==> config.mk <==
export PLATFORM = sky130hd
export DESIGN_NAME = fat_cluster_chain_engine_top
export DESIGN_NICKNAME = d
export VERILOG_FILES = /design/src/sv/fcce_pkg.sv /design/src/sv/fcce_datapath.sv /design/src/sv/fcce_ctrl.sv /design/src/sv/fat_cluster_chain_engine_top.sv
export VERILOG_INCLUDE_DIRS = /design/src /design/src/sv
export SDC_FILE = /design/constraint.sdc
export NUM_CORES = 1
export LEC_CHECK = 0
export BUFFER_PORTS_ARGS = -buffer_cell sky130_fd_sc_hd__buf_2
export CAP_MARGIN = 20
export CELL_PAD_IN_SITES_DETAIL_PLACEMENT = 1
export CELL_PAD_IN_SITES_GLOBAL_PLACEMENT = 2
export CORE_UTILIZATION = 47
export CTS_CLUSTER_DIAMETER = 60
export DETAILED_ROUTE_END_ITERATION = 10
export HOLD_SLACK_MARGIN = 0.02
export MAX_ROUTING_LAYER = met4
export PLACE_DENSITY = 0.92
export SLEW_MARGIN = 30
export SYNTH_ARGS = -nofsm -noshare
export SYNTH_HDL_FRONTEND = slang
export SYNTH_SLANG_ARGS = --single-unit
==> constraint.sdc <==
create_clock -name clk -period 10.3 [get_ports clk]
set_clock_uncertainty 0.15 [all_clocks]
set_input_delay 1.03 -clock clk [delete_from_list [all_inputs] [get_ports clk]]
set_output_delay 1.03 -clock clk [all_outputs]
set_load 0.02 [all_outputs]
==> src/sv/fat_cluster_chain_engine_top_assert.svh <==
// Assertion macros for the cluster chain engine top level.
`ifndef FAT_CLUSTER_CHAIN_ENGINE_TOP_ASSERT_SVH
`define FAT_CLUSTER_CHAIN_ENGINE_TOP_ASSERT_SVH

// Check a consequence in the same cycle as its cause.
`define FCCE_ASSERT_SAME(label, ante, cons, msg) \
  label: assert property (@(posedge clk) disable iff (rst) (ante) |-> (cons)) \
    else $error(msg);

// Check a consequence in the cycle after its cause.
`define FCCE_ASSERT_NEXT(label, ante, cons, msg) \
  label: assert property (@(posedge clk) disable iff (rst) (ante) |=> (cons)) \
    else $error(msg);

`endif

==> src/sv/fcce_pkg.sv <==
// Package: shared types, codes and widths of the cluster chain engine.
`timescale 1ns / 1ps
package fcce_pkg;

  localparam int CLUSTER_COUNT_DEF = 32;

  localparam int ENTRY_W   = 6;
  localparam int CLUSTER_W = 5;
  localparam int COUNT_W   = 5;
  localparam int FUNC_W    = 2;
  localparam int STATUS_W  = 2;

  // Link table entry codes
  localparam logic [ENTRY_W-1:0] FREE_MARK = 6'd0;
  localparam logic [ENTRY_W-1:0] END_MARK  = 6'd63;
  localparam logic [ENTRY_W-1:0] FIRST_USABLE = 6'd2;

  // Request functions
  localparam logic [FUNC_W-1:0] FUNC_ALLOC = 2'd0;
  localparam logic [FUNC_W-1:0] FUNC_WALK  = 2'd1;
  localparam logic [FUNC_W-1:0] FUNC_FREE  = 2'd2;

  // Result status codes
  localparam logic [STATUS_W-1:0] ST_OK   = 2'd0;
  localparam logic [STATUS_W-1:0] ST_FULL = 2'd1;
  localparam logic [STATUS_W-1:0] ST_BAD  = 2'd2;

  typedef struct packed {
    logic [FUNC_W-1:0]    func;
    logic [COUNT_W-1:0]   cluster_count;
    logic [CLUSTER_W-1:0] head_cluster;
  } fcce_req_t;

  typedef struct packed {
    logic [CLUSTER_W-1:0] cluster;
    logic [STATUS_W-1:0]  status;
    logic                 last;
  } fcce_rsp_t;

  // Source of the cluster number in a result
  typedef enum logic [1:0] {
    SEL_ZERO,
    SEL_SCAN,
    SEL_CUR,
    SEL_START
  } fcce_sel_t;

  // Controller to datapath commands
  typedef struct packed {
    logic                load_alloc;
    logic                load_walk;
    logic                rd_scan;
    logic                rd_cur;
    logic                wr_end_scan;
    logic                wr_link_prev;
    logic                wr_free_cur;
    logic                scan_inc;
    logic                alloc_take;
    logic                walk_advance;
    logic                emit;
    fcce_sel_t           emit_sel;
    logic [STATUS_W-1:0] emit_status;
    logic                emit_last;
  } fcce_cmd_t;

  // Datapath to controller status
  typedef struct packed {
    logic count_zero;
    logic start_bad;
    logic scan_end;
    logic steps_limit;
    logic rd_free;
    logic rd_end;
    logic rd_bad_link;
    logic remaining_one;
    logic have_prev;
    logic clear_mode;
  } fcce_stat_t;

endpackage

==> src/sv/fcce_datapath.sv <==
// Datapath: link table memory, scan and chain pointers, result register.
`timescale 1ns / 1ps
module fcce_datapath
  import fcce_pkg::*;
#(
  parameter int CLUSTER_COUNT = CLUSTER_COUNT_DEF
) (
  input  logic       clk,
  input  logic       rst,
  input  fcce_req_t  req,
  input  fcce_cmd_t  cmd,
  output fcce_stat_t stat,
  output logic       result_valid,
  output fcce_rsp_t  rsp
);

  localparam int IDX_W  = $clog2(CLUSTER_COUNT);
  localparam int PTR_W  = $clog2(CLUSTER_COUNT + 1);
  localparam int STEP_W = $clog2(CLUSTER_COUNT - 1);
  localparam logic [ENTRY_W-1:0] N_ENTRY = ENTRY_W'(CLUSTER_COUNT);

  logic [ENTRY_W-1:0] mem [CLUSTER_COUNT];
  logic [CLUSTER_COUNT-1:0] valid;
  logic [ENTRY_W-1:0] rd_q;
  logic               rd_ok;
  logic [ENTRY_W-1:0] entry;

  logic [PTR_W-1:0]   scan;
  logic [IDX_W-1:0]   prev;
  logic               have_prev;
  logic [COUNT_W-1:0] remaining;
  logic [IDX_W-1:0]   cur;
  logic [STEP_W-1:0]  steps;
  logic               clear_mode;

  logic               wr_en;
  logic [IDX_W-1:0]   wr_addr;
  logic [ENTRY_W-1:0] wr_data;
  logic               rd_en;
  logic [IDX_W-1:0]   rd_addr;
  logic [ENTRY_W-1:0] sel_val;

  // Never-written entries read as free
  assign entry = rd_ok ? rd_q : FREE_MARK;

  // Derive status for the controller
  always_comb begin
    stat.count_zero    = (req.cluster_count == '0);
    stat.start_bad     = (ENTRY_W'(req.head_cluster) < FIRST_USABLE) ||
                         (ENTRY_W'(req.head_cluster) >= N_ENTRY);
    stat.scan_end      = (scan >= PTR_W'(CLUSTER_COUNT));
    stat.steps_limit   = (steps >= STEP_W'(CLUSTER_COUNT - 2));
    stat.rd_free       = (entry == FREE_MARK);
    stat.rd_end        = (entry == END_MARK);
    stat.rd_bad_link   = (entry != FREE_MARK) && (entry != END_MARK) &&
                         ((entry < FIRST_USABLE) || (entry >= N_ENTRY));
    stat.remaining_one = (remaining == COUNT_W'(1));
    stat.have_prev     = have_prev;
    stat.clear_mode    = clear_mode;
  end

  // Select the single write of this cycle
  always_comb begin
    wr_en   = cmd.wr_link_prev | cmd.wr_end_scan | cmd.wr_free_cur;
    wr_addr = cur;
    wr_data = FREE_MARK;
    if (cmd.wr_link_prev) begin
      wr_addr = prev;
      wr_data = ENTRY_W'(scan);
    end else if (cmd.wr_end_scan) begin
      wr_addr = IDX_W'(scan);
      wr_data = END_MARK;
    end
  end

  assign rd_en   = cmd.rd_scan | cmd.rd_cur;
  assign rd_addr = cmd.rd_cur ? cur : IDX_W'(scan);

  // Link table storage with registered read
  always_ff @(posedge clk) begin
    if (wr_en) begin
      mem[wr_addr] <= wr_data;
    end
    if (rd_en) begin
      rd_q  <= mem[rd_addr];
      rd_ok <= valid[rd_addr];
    end
  end

  // Mark entries written since reset
  always_ff @(posedge clk) begin
    if (rst) begin
      valid <= '0;
    end else if (wr_en) begin
      valid[wr_addr] <= 1'b1;
    end
  end

  // Hold and advance the allocation scan
  always_ff @(posedge clk) begin
    if (cmd.load_alloc) begin
      scan      <= PTR_W'(FIRST_USABLE);
      have_prev <= 1'b0;
      remaining <= req.cluster_count;
    end else begin
      if (cmd.scan_inc) begin
        scan <= scan + PTR_W'(1);
      end
      if (cmd.alloc_take) begin
        prev      <= IDX_W'(scan);
        have_prev <= 1'b1;
        remaining <= remaining - COUNT_W'(1);
      end
    end
  end

  // Hold and advance the chain walk
  always_ff @(posedge clk) begin
    if (cmd.load_walk) begin
      cur        <= IDX_W'(req.head_cluster);
      steps      <= '0;
      clear_mode <= (req.func == FUNC_FREE);
    end else if (cmd.walk_advance) begin
      cur   <= IDX_W'(entry);
      steps <= steps + STEP_W'(1);
    end
  end

  always_comb begin
    case (cmd.emit_sel)
      SEL_ZERO:  sel_val = '0;
      SEL_SCAN:  sel_val = ENTRY_W'(scan);
      SEL_CUR:   sel_val = ENTRY_W'(cur);
      SEL_START: sel_val = ENTRY_W'(req.head_cluster);
      default:   sel_val = '0;
    endcase
  end

  // Register the result transaction
  always_ff @(posedge clk) begin
    if (rst) begin
      result_valid <= 1'b0;
    end else begin
      result_valid <= cmd.emit;
    end
  end

  always_ff @(posedge clk) begin
    if (cmd.emit) begin
      rsp.cluster <= sel_val[CLUSTER_W-1:0];
      rsp.status  <= cmd.emit_status;
      rsp.last    <= cmd.emit_last;
    end
  end

endmodule

==> src/sv/fcce_ctrl.sv <==
// Controller: sequences allocate, walk and free requests over the datapath.
`timescale 1ns / 1ps
module fcce_ctrl
  import fcce_pkg::*;
(
  input  logic              clk,
  input  logic              rst,
  input  logic              start,
  input  logic [FUNC_W-1:0] func,
  input  fcce_stat_t        stat,
  output fcce_cmd_t         cmd,
  output logic              busy
);

  typedef enum logic [2:0] {
    S_IDLE,
    S_A_READ,
    S_A_CHECK,
    S_A_MARK,
    S_W_READ,
    S_W_CHECK
  } state_t;

  state_t state;
  state_t state_next;

  // Decode commands and the next state
  always_comb begin
    cmd         = '0;
    cmd.emit_sel    = SEL_ZERO;
    cmd.emit_status = ST_OK;
    state_next  = state;
    case (state)
      S_IDLE: begin
        if (start) begin
          case (func)
            FUNC_ALLOC: begin
              if (!stat.count_zero) begin
                cmd.load_alloc = 1'b1;
                state_next     = S_A_READ;
              end
            end
            FUNC_WALK, FUNC_FREE: begin
              if (stat.start_bad) begin
                cmd.emit        = 1'b1;
                cmd.emit_sel    = SEL_START;
                cmd.emit_status = ST_BAD;
                cmd.emit_last   = 1'b1;
              end else begin
                cmd.load_walk = 1'b1;
                state_next    = S_W_READ;
              end
            end
            default: begin
              state_next = S_IDLE;
            end
          endcase
        end
      end
      S_A_READ: begin
        if (stat.scan_end) begin
          cmd.emit        = 1'b1;
          cmd.emit_sel    = SEL_ZERO;
          cmd.emit_status = ST_FULL;
          cmd.emit_last   = 1'b1;
          state_next      = S_IDLE;
        end else begin
          cmd.rd_scan = 1'b1;
          state_next  = S_A_CHECK;
        end
      end
      S_A_CHECK: begin
        if (stat.rd_free) begin
          cmd.wr_link_prev = stat.have_prev;
          cmd.emit         = 1'b1;
          cmd.emit_sel     = SEL_SCAN;
          cmd.emit_status  = ST_OK;
          cmd.emit_last    = stat.remaining_one;
          state_next       = S_A_MARK;
        end else begin
          cmd.scan_inc = 1'b1;
          state_next   = S_A_READ;
        end
      end
      S_A_MARK: begin
        cmd.wr_end_scan = 1'b1;
        cmd.alloc_take  = 1'b1;
        cmd.scan_inc    = 1'b1;
        state_next      = stat.remaining_one ? S_IDLE : S_A_READ;
      end
      S_W_READ: begin
        if (stat.steps_limit) begin
          cmd.emit        = 1'b1;
          cmd.emit_sel    = SEL_CUR;
          cmd.emit_status = ST_BAD;
          cmd.emit_last   = 1'b1;
          state_next      = S_IDLE;
        end else begin
          cmd.rd_cur = 1'b1;
          state_next = S_W_CHECK;
        end
      end
      S_W_CHECK: begin
        cmd.wr_free_cur = stat.clear_mode;
        cmd.emit        = 1'b1;
        cmd.emit_sel    = SEL_CUR;
        if (stat.rd_free || stat.rd_end) begin
          cmd.emit_status = ST_OK;
          cmd.emit_last   = 1'b1;
          state_next      = S_IDLE;
        end else if (stat.rd_bad_link) begin
          cmd.emit_status = ST_BAD;
          cmd.emit_last   = 1'b1;
          state_next      = S_IDLE;
        end else begin
          cmd.emit_status  = ST_OK;
          cmd.walk_advance = 1'b1;
          state_next       = S_W_READ;
        end
      end
      default: begin
        state_next = S_IDLE;
      end
    endcase
  end

  // Hold state and the busy flag
  always_ff @(posedge clk) begin
    if (rst) begin
      state <= S_IDLE;
      busy  <= 1'b0;
    end else begin
      state <= state_next;
      busy  <= (state_next != S_IDLE);
    end
  end

endmodule

==> src/sv/fat_cluster_chain_engine_top.sv <==
// Top level of the cluster chain engine: controller, datapath and checks.
//
//   channel   handshake               payload      direction
//   request   start / busy            req          in
//   result    result_valid (strobe)   rsp          out
//
// Allocate spends a read and a check state on each entry scanned, a mark state on
// each cluster taken and a read state on a disk-full result. Walk and free spend a
// read and a check state on each cluster visited and a read state on a too-long
// chain. Bad starts, zero counts and func 3 never raise busy.
// Reset is synchronous and frees every entry at once through per-entry valid
// bits, with no clearing pass. Results are one-cycle strobes; no stall exists.
`timescale 1ns / 1ps
`include "fat_cluster_chain_engine_top_assert.svh"
module fat_cluster_chain_engine_top
  import fcce_pkg::*;
#(
  parameter int CLUSTER_COUNT = CLUSTER_COUNT_DEF
) (
  input  logic      clk,
  input  logic      rst,
  input  logic      start,
  output logic      busy,
  input  fcce_req_t req,
  output logic      result_valid,
  output fcce_rsp_t rsp
);

  fcce_cmd_t  cmd;
  fcce_stat_t stat;

  logic full_rsp;
  logic full_shape;
  logic mid_rsp;
  logic bad_start_req;
  logic bad_rsp;

  fcce_ctrl u_ctrl (
    .clk  (clk),
    .rst  (rst),
    .start(start),
    .func (req.func),
    .stat (stat),
    .cmd  (cmd),
    .busy (busy)
  );

  fcce_datapath #(
    .CLUSTER_COUNT(CLUSTER_COUNT)
  ) u_datapath (
    .clk         (clk),
    .rst         (rst),
    .req         (req),
    .cmd         (cmd),
    .stat        (stat),
    .result_valid(result_valid),
    .rsp         (rsp)
  );

  // Conditions watched by the checks
  assign full_rsp      = result_valid && (rsp.status == ST_FULL);
  assign full_shape    = (rsp.cluster == '0) && rsp.last;
  assign mid_rsp       = result_valid && !rsp.last;
  assign bad_start_req = start && !busy &&
                         ((req.func == FUNC_WALK) || (req.func == FUNC_FREE)) &&
                         (req.head_cluster < CLUSTER_W'(FIRST_USABLE));
  assign bad_rsp       = result_valid && (rsp.status == ST_BAD) && rsp.last;

  `FCCE_ASSERT_SAME(a_full_shape, full_rsp, full_shape, "disk-full result must be a final cluster 0")

  `FCCE_ASSERT_SAME(a_mid_busy, mid_rsp, busy, "non-final result seen while controller idle")

  `FCCE_ASSERT_NEXT(a_bad_start, bad_start_req, bad_rsp, "reserved start must give an error")

endmodule

; ---- Word level (Yosys, flattened, before mapping)
; Memories as Yosys holds them, arrays and structs flattened. A register that Yosys moved wholly into a read port is not among the register bits.
; Index checks and enable logic that the tools add are counted.
[classes]
n_addsub = 3
mux = 57
order_cmp = 8
eq_ne = 13
bitwise = 5
n_reduce_logical = 16
[op_table]
columns = cell, count
row1 = $mux 6, 9
row2 = $mux 5, 7
row3 = $or 32x32->32, 1
row4 = $pmux 6 s5, 1
row5 = $mux 1, 22
row6 = $mux 3, 7
row7 = $pmux 5 s4, 1
row8 = $pmux 3 s6, 1
row9 = $ge 6x6->1 const B, 2
row10 = $lt 5x6->1 const B, 2
row11 = $mux 2, 5
row12 = $add 6x1->6 const B, 1
row13 = $eq 2x2->1 const B, 3
row14 = $eq 3x2->1 const B, 2
row15 = $eq 3x3->1 const B, 2
row16 = $eq 6x6->1 const B, 1
row17 = $logic_not 6->1, 1
row18 = $lt 6x2->1 const B, 1
row19 = $ne 6x6->1 const B, 1
row20 = $pmux 3 s2, 1
row21 = $reduce_bool 6->1, 1
row22 = $add 5x1->5 const B, 1
row23 = $bmux 1 s5, 1
row24 = $demux 1 s5, 1
row25 = 19 further kinds, 27
[totals]
register_bits = 74
input_bits = 15
out_inout_bits = 10
ramBits = 192
memories = 1
[mem_list]
columns = memory, depth, width, read_ports, rd_ports_with_merged_regs, wr, line
row1 = u_datapath.mem, 32, 6, 1, 1, 1, fcce_datapath.sv:22  ; logic [ENTRY_W-1:0] mem [CLUSTER_COUNT];

; ---- Depth between registers and ports, before layout
; Gate-level depths: netlist (run 1).
[depth]
ltp_word = 10
ltp_mapped = 12

; ---- Hierarchy
; From an unflattened synthesis (run 1), not the netlist that was laid out.
[unflattened]
cells_unflattened = 1044
area_unflattened_um2 = 11917.7
[modules_own_cells]
columns = mod, area_each_um2, seq_area_each_um2, n_inst, cells_each
row1 = fcce_datapath, 11482.3, 7597.3, 1, 981
row2 = fcce_ctrl, 435.4, 80.1, 1, 63

; ---- Least setup slack after synthesis (run 1)
; OpenSTA, ideal clock, no wires.
[synth_path]
path_kind = register to register
from = register u_datapath.rd_q[4] (read register of u_datapath.mem)
to = memory u_datapath.mem[0][0] (data pin)
path_buffers = 0
stages_incl_launch_ff = 5
arrival_ns = 2.685
path_slack_ns = 7.011
path_cell_list = edfxtp_1 > or4_4 > o21ai_4 > nand4_4 > o21ai_0
[synth_between]
elab_chain_len = 5
[synth_lines]
columns = item, line
row1 = from (decl), fcce_datapath.sv:24  ; logic [ENTRY_W-1:0] rd_q;
row2 = $mux 6, fcce_datapath.sv:44  ; assign entry = rd_ok ? rd_q : FREE_MARK;
row3 = $logic_not 6->1, fcce_datapath.sv:53  ; stat.rd_free = (entry == FREE_MARK);
row4 = $mux 1, fcce_ctrl.sv:73  ; if (stat.rd_free) begin
row5 = $mux 1, fcce_ctrl.sv:33  ; case (state)
row6 = $mux 6, fcce_datapath.sv:67  ; if (cmd.wr_link_prev) begin
row7 = named net u_datapath.wr_data[0], fcce_datapath.sv:38  ; logic [ENTRY_W-1:0] wr_data;
row8 = to (decl), fcce_datapath.sv:22
; The timed path passes the listed nets, and every way through them passes these cells.

; ---- Worst setup path in the final report (run 1)
[layout_path]
from = register u_ctrl.state[1]
to = memory u_datapath.mem[29][2] (enable)
[layout_between]
elab_chain_len = 6
word_cells_on_any_way = 12
classes_between = 3 x eq/ne / 7 x mux / 2 x bitwise
[layout_lines]
columns = item, line
row1 = from (decl), fcce_ctrl.sv:24  ; state_t state;
row2 = from (signal assigned), fcce_ctrl.sv:133  ; state <= state_next;
row3 = $eq 3x2->1, fcce_ctrl.sv:33
row4 = $mux 1, fcce_ctrl.sv:33
row5 = $or 1x1->1 (2 in series), fcce_datapath.sv:64  ; wr_en = cmd.wr_link_prev | cmd.wr_end_scan | cmd.wr_free_cur;
row6 = $mux 1, fcce_datapath.sv:81  ; if (wr_en) begin
row7 = $mux 1 (not written as such), fcce_datapath.sv:82  ; mem[wr_addr] <= wr_data;
; Parallel ways exist; a longest one is shown, timed or not.

==> impl_metrics.tcl, run 1 <==
set metrics [dict create \
    num_rows 57 \
    required_ps 10320 \
    fmax_mhz 234 \
    clk-insertion-delay-late_ps 550 \
    cts_tree "done" \
    critPathLaunchType "flip-flop" \
    die_h_microns 160 \
    path_cells "nor2b_1 -> nand2_1 -> inv_2 -> a41o_1 -> o221a_4 -> nand3_1 -> nor3_1" \
    yosysSeqAreaShare_pct 65.0 \
    worstRegToRegCells 7 \
    cts_setup_buffers 0 \
    crit_type "reg2reg" \
    dp_hpwl_microns 21700 \
    viasPerCell 6.12 \
    avgSynthCellArea_sq_um 12.2 \
    dieArea_sq_mm 0.0257 \
    yosysWarnings 0 \
    drive_gt1_share_pct 11.3 \
    regToRegEndpoint "u_datapath.mem[29][2]$_DFFE_PP_" \
    maxCapViolCount 0 \
    root_buffer "clkbuf_16" \
    holdCritStartpoint "u_datapath.valid[8]$_SDFFE_PP0N_" \
    synth-edff-count 223 \
    whs_ps 324 \
    cts_buffers 29 \
    grt_max_degree 56 \
    start_util_pct 48.2 \
    path_max_fanout 13 \
    rsz0062_at_grt "no" \
    synthArstFlopShare_pct 0 \
    io_pins 25 \
    r2r_slack_ps 6020 \
    nets 1001 \
    vdd_drop_max_v 0.000176 \
    drv_slew 0 \
    clk_pin_slew_worst_paths_ps 60 \
    syn_nets 989 \
    ys_ff_latch 272 \
    worst_path_max_delay_cell "nor3_1" \
    worstPathArrival_ps 4300 \
    portBuffers 24 \
    holdPathStages 2 \
    ys_types 75 \
    p_leak_nw 4.37 \
    fin_crit_sh_pct 41.5 \
    die_w_microns 160 \
    setup_viol 0 \
    netlist_instances 965 \
    syn_to_final_growth_pct 10.9 \
    finalCoreUtilization_pct 53.5 \
    clock_sinks 272 \
    hold_end "u_datapath.valid[8]$_SDFFE_PP0N_" \
    grt_pass1_vias 8232 \
    reg2reg_from "u_ctrl.state[1]$_SDFF_PP0_" \
    ctsHoldBuffers 0 \
    fin_tns_setup_ps 0 \
    drcViolationCount 0 \
    powerDensity_mw_per_mm2 220 \
    antenna_left 0 \
    grt_pass1_wl_microns 51100 \
    cts_htree_levels 1 \
    core_area_sq_mm 0.0245 \
    drtIter0Drc 801 \
    timing.final.crit_period_ps 4280 \
    antenna_cells 0 \
    hold_viol 0 \
    cts_buffer_depth 3 \
    cp-end-kind "flip-flop" \
    grt-ovfl-total 0 \
    crit_buf_inv 1 \
    cts_resized 0 \
    power.total_mw 2.88 \
    gr-usage-all-layers_pct 27.2 \
    num_vias 8106 \
    post_drt_wl_per_cell_microns 25.2 \
    postSynth.topFlopCell "edfxtp_1" \
    routabilityCongestion 0.878 \
    syn-cell-area_sq_mm 0.0118 \
    slew_headroom_pct 32.3 \
    finalWirelength_microns 33400 \
    worstMarginPinSlew_ps 1020 \
    crit_family "simple AND/OR/NAND/NOR gates" \
    outcome "completed" \
    antenna_found_initial 0 \
    hp-class "reg2reg" \
    firstDrtPassIters 6 \
    cp_slowest_stage_delay_ps 860 \
]
-- per-stage QoR --
stage               cells  setup WS, ps  area, sq um
floorplan             965          7010        11800
global placement     1268          6350        12200
detailed placement   1269          6050        12200
CTS                  1323          6020        13100
global route         1324          5730        13100
finish               1324          6020        13100
-- synthesized netlist by cell type (4+ instances only) --
cell | instances | area share (%)
and3_1 | 42 | 2.2
nand2_1 | 118 | 3.8
or3_1 | 4 | 0.21
xnor2_1 | 5 | 0.37
o211ai_1 | 4 | 0.25
nand2b_1 | 10 | 0.53
mux2_2 | 5 | 0.48
buf_6 | 4 | 0.38
o22ai_1 | 32 | 1.7
a32oi_1 | 4 | 0.30
o2111ai_1 | 7 | 0.52
mux2i_1 | 33 | 2.8
nor2_1 | 54 | 1.7
inv_1 | 41 | 1.3
a21oi_1 | 24 | 1.0
dfxtp_1 | 49 | 8.3
nand4_1 | 17 | 0.90
clkbuf_1 | 37 | 1.2
edfxtp_1 | 223 | 57
buf_2 | 15 | 0.64
xor2_1 | 6 | 0.45
o21ai_0 | 34 | 1.4
a221oi_1 | 7 | 0.52
a211oi_1 | 43 | 2.7
nor3_1 | 14 | 0.59
ha_1 | 9 | 0.95
nand3_1 | 49 | 2.1
-- report_power, final --
part           internal [mW]  leakage, nW  switching (mW)  total (mW)
clock network          0.556        0.418           0.417       0.973
registers               1.22         2.43          0.0494        1.27
logic                  0.214         1.52           0.433       0.647
total                   1.99         4.37           0.899        2.88
-- cell usage in the layout, fill, tap and decap left out, types with 16 or more instances in the layout --
master     Yosys  routed
nand2_1      118     117
inv_1         41      41
a211oi_1      43      43
nand3_1       49      49
nand4_1       17      17
dfxtp_1       49      49
buf_2         15      25
a21oi_1       24      24
nor2_1        54      54
o21ai_0       34      31
clkbuf_16      0      29
edfxtp_1     223     223
clkbuf_1      37      16
mux2i_1       33      32
o22ai_1       32      31
and3_1        42      42
-- worst reg2reg max path, cell delays in order (launching register included) --
cell and delay, ps:
dfxtp_1 560, nor2b_1 610, nand2_1 370, inv_2 290, a41o_1 260, o221a_4 270
nand3_1 520, nor3_1 870
-- cell type report --
type	count	area [sq um]
clock buffers	46	800
inverters	42	158
well taps	324	405
flip-flops and latches	272	7680
repair buffers	39	250
multi-input cells	593	3730
clock inverters	8	72.6
fillers	2490	11400
-- per-layer routing --
layer  up-vias  track usage [%]  part of all wire (%)
li1       3667                -                     -
met5         -                -                     0
met1      4054             36.4                    42
met3        69             3.69                   6.9
met4         0             9.00                   3.2
met2       316             42.8                    48
-- flip-flops by register name, summed over array words and instances (netlist names), 3 cells and up --
signal,flops
u_datapath.prev,5
u_datapath.steps,5
u_ctrl.state,3
u_datapath.rsp,8
u_datapath.rd_q,6
u_datapath.valid,32
u_datapath.scan,6
u_datapath.cur,5
u_datapath.remaining,5
u_datapath.mem,192
-- cells by family (layout without fill, tap and decap cells) --
group           after synthesis  after routing  synth area share (%)
xor+xnor                     11             11                 0.816
simple gates                342            342                  14.5
mux                          40             40                  3.66
buf+inv                     100            135                  3.63
flops                       272            272                  65.0
compound gates              191            191                  11.4
fa+ha+maj                     9              9                 0.954
-- worst max path at each step --
stage / endpoint / start / cells past startpoint / slack [ps]
finish: u_datapath.mem[29][2]$_DFFE_PP_ / u_ctrl.state[1]$_SDFF_PP0_ / 7 / 6020
global route: u_datapath.mem[29][2]$_DFFE_PP_ / u_ctrl.state[1]$_SDFF_PP0_ / 7 / 5730
CTS: u_datapath.mem[11][0]$_DFFE_PP_ / u_ctrl.state[1]$_SDFF_PP0_ / 7 / 6020
detailed placement: u_datapath.mem[11][3]$_DFFE_PP_ / u_ctrl.state[1]$_SDFF_PP0_ / 7 / 6050
global placement: u_datapath.mem[29][2]$_DFFE_PP_ / u_ctrl.state[1]$_SDFF_PP0_ / 7 / 6350
floorplan: u_datapath.mem[0][0]$_DFFE_PP_ / u_datapath.rd_q[4]$_DFFE_PP_ / 4 / 7010
(Power assumes the default switching activity.)
==> inputs of run 2 (changes only) <==
Settings changed: CORE_UTILIZATION 47 to 40, PLACE_DENSITY 0.92 to 0.84.
Clock period 10.3 ns to 3.5 ns, I/O delays scaled along.
==> run 2 against run 1 <==
Die area up 17%. Core utilization down 5.7 points. First-iteration DRC count shrank 14%. Global-route usage down 4.0 points. Final area is 5.5% higher. Setup slack got worse by 5900 ps. Sequential power rose to 2.9 times the previous value. Flip-flop and latch count unchanged.
==> impl_metrics.tcl, run 2 (synthesis gave the netlist of run 1 again) <==
set metrics [dict create \
    outcome "completed" \
    p_leak_nw 4.72 \
    required_ps 3560 \
    drive_gt1_share_pct 16.6 \
    io_pins 25 \
    swShare_pct 30.9 \
    num_rows 62 \
    cts_htree_levels 1 \
    final_cell_mix "edfxtp_1, nand2_1, buf_4" \
    clock_sinks 272 \
    slew_headroom_pct 40.8 \
    critPathLaunchType "flip-flop" \
    root_buffer "clkbuf_16" \
    layout.cells.non_filler 1443 \
    path_max_fanout 9 \
    drcViolationCount 0 \
    dp_hpwl_microns 22200 \
    crit_type "reg2reg" \
    timing.final.crit_period_ps 3360 \
    worstPathArrival_ps 3430 \
    grt-ovfl-total 0 \
    dp_slack_ps -269 \
    start_util_pct 40.9 \
    firstDrtPassIters 5 \
    syn_to_final_growth_pct 17.0 \
    antenna_found_initial 0 \
    dieArea_sq_mm 0.0302 \
    hold_viol 0 \
    cp-end-kind "flip-flop" \
    routabilityCongestion 0.855 \
    cts_buffer_depth 3 \
    largest_register_ffs 192 \
    drv_slew 0 \
    portBuffers 24 \
    powerDensity_mw_per_mm2 642 \
    grt_pass1_wl_microns 51700 \
    core_area_sq_mm 0.0289 \
    clk_pin_slew_worst_paths_ps 60 \
    top_regs "u_datapath.mem (192), u_datapath.valid (32), u_datapath.rsp (8)" \
    grt_max_degree 38 \
    layout.cells.most_common "edfxtp_1" \
    postPlaceCellArea_sq_mm 0.0127 \
    antenna_cells 0 \
    cts_buffers 30 \
    fin_ws_ps 135 \
    die_w_microns 174 \
    p_int_mw 6.13 \
    p_comb_share_pct 23.4 \
    cts_tree "done" \
    clk-insertion-delay-late_ps 570 \
    power.share.clock_pct 35.1 \
    gr-usage-all-layers_pct 23.2 \
    viasPerCell 5.67 \
    cts_setup_buffers 0 \
    p_sw_mw 2.74 \
    antenna_left 0 \
    pwr-share-seq_pct 41.6 \
    rsz0062_at_grt "no" \
    fmax_mhz 297 \
    grt_pass1_vias 8545 \
    post_drt_wl_per_cell_microns 23.2 \
    fin_crit_sh_pct 96.1 \
    die_h_microns 174 \
    nets 1059 \
    setup_viol 0 \
    num_vias 8177 \
    vdd_drop_max_v 0.000335 \
    largest-register "u_datapath.mem" \
    maxCapViolCount 0 \
    worstMarginPinSlew_ps 881 \
    hp-class "in2reg" \
    drtIter0Drc 686 \
    placed_cells 1376 \
    finalWirelength_microns 33500 \
    fin_area_sq_mm 0.0138 \
]
==> run 2: cell count changes in the layout (fill, tap and decap cells not counted), sizes merged <==
| cell | before | now |
|---|---|---|
| buf | 39 | 85 |
| clkinv | 4 | 11 |
| clkinvlp | 1 | 4 |
| dlygate4sd3 | 0 | 11 |
| clkbuf | 46 | 36 |
| bufinv | 1 | 3 |
==> run 2: through the flow <==
step / TNS (ps) / util (%) / power [mW] / hold slack [ps]
floorplan: 0 / - / 5.01 / 256
global placement: -671 / 44.0 / 5.74 / 304
detailed placement: -796 / 44.0 / 5.78 / 314
CTS: 0 / 47.8 / 8.91 / 66.2
global route: 0 / 47.9 / 9.23 / 95.8
finish: 0 / 47.9 / 8.87 / 81.2
==> run 2: power by group through the flow <==
stage               logic [mW]  clock network, mW  registers [mW]
CTS                       2.06               3.16            3.69
floorplan                 1.31                  0            3.70
global placement          1.99                  0            3.75
finish                    2.07               3.11            3.69
detailed placement        2.03                  0            3.75
global route              2.23               3.30            3.69
==> run 2: worst max-delay path: stages, from the launching register on <==
cell and delay, ps:
edfxtp_1 410, or4_4 570, o21ai_4 260, nand4_4 250, o221a_2 410, nand2b_4 220, or2_1 280, nor2_1 460
==> run 2: worst paths after layout <==
| kind | cells after the start | slack [ps] | endpoint | from |
|---|---|---|---|---|
| setup / recovery | 7 | 140 | u_datapath.mem[23][2]$_DFFE_PP_ | u_datapath.rd_q[4]$_DFFE_PP_ |
| hold / removal | 4 | 80 | u_ctrl.state[0]$_SDFF_PP0_ | start |
| setup reg to reg | 7 | 140 | u_datapath.mem[23][2]$_DFFE_PP_ | u_datapath.rd_q[4]$_DFFE_PP_ |
| hold reg to reg | 2 | 320 | u_datapath.valid[24]$_SDFFE_PP0N_ | u_datapath.valid[24]$_SDFFE_PP0N_ |
==> run 2: what timing repair did <==
action	4_1_cts	5_1_grt
endpoints found under the setup margin	4	23
hold buffers	11	0
endpoints found under the hold margin	12	0
gates resized for setup	1	5
==> run 2: final cells by class <==
type,instances,area [sq um]
multi-input combinational,593,3760
clock inverter,20,198
inverter,42,158
fill,3017,15000
sequential,272,7680
timing repair buffer,96,751
tap,384,480
clock buffer,36,783
==> run 2: metal layers <==
layer	vias up	part of all wire (%)	global-route usage, %	wire (microns)
li1	3797	-	-	-
met1	4074	44	30.4	14700
met2	244	48	37.4	16100
met3	62	5.4	3.42	1810
met4	0	2.5	6.54	830
met5	-	0	-	0
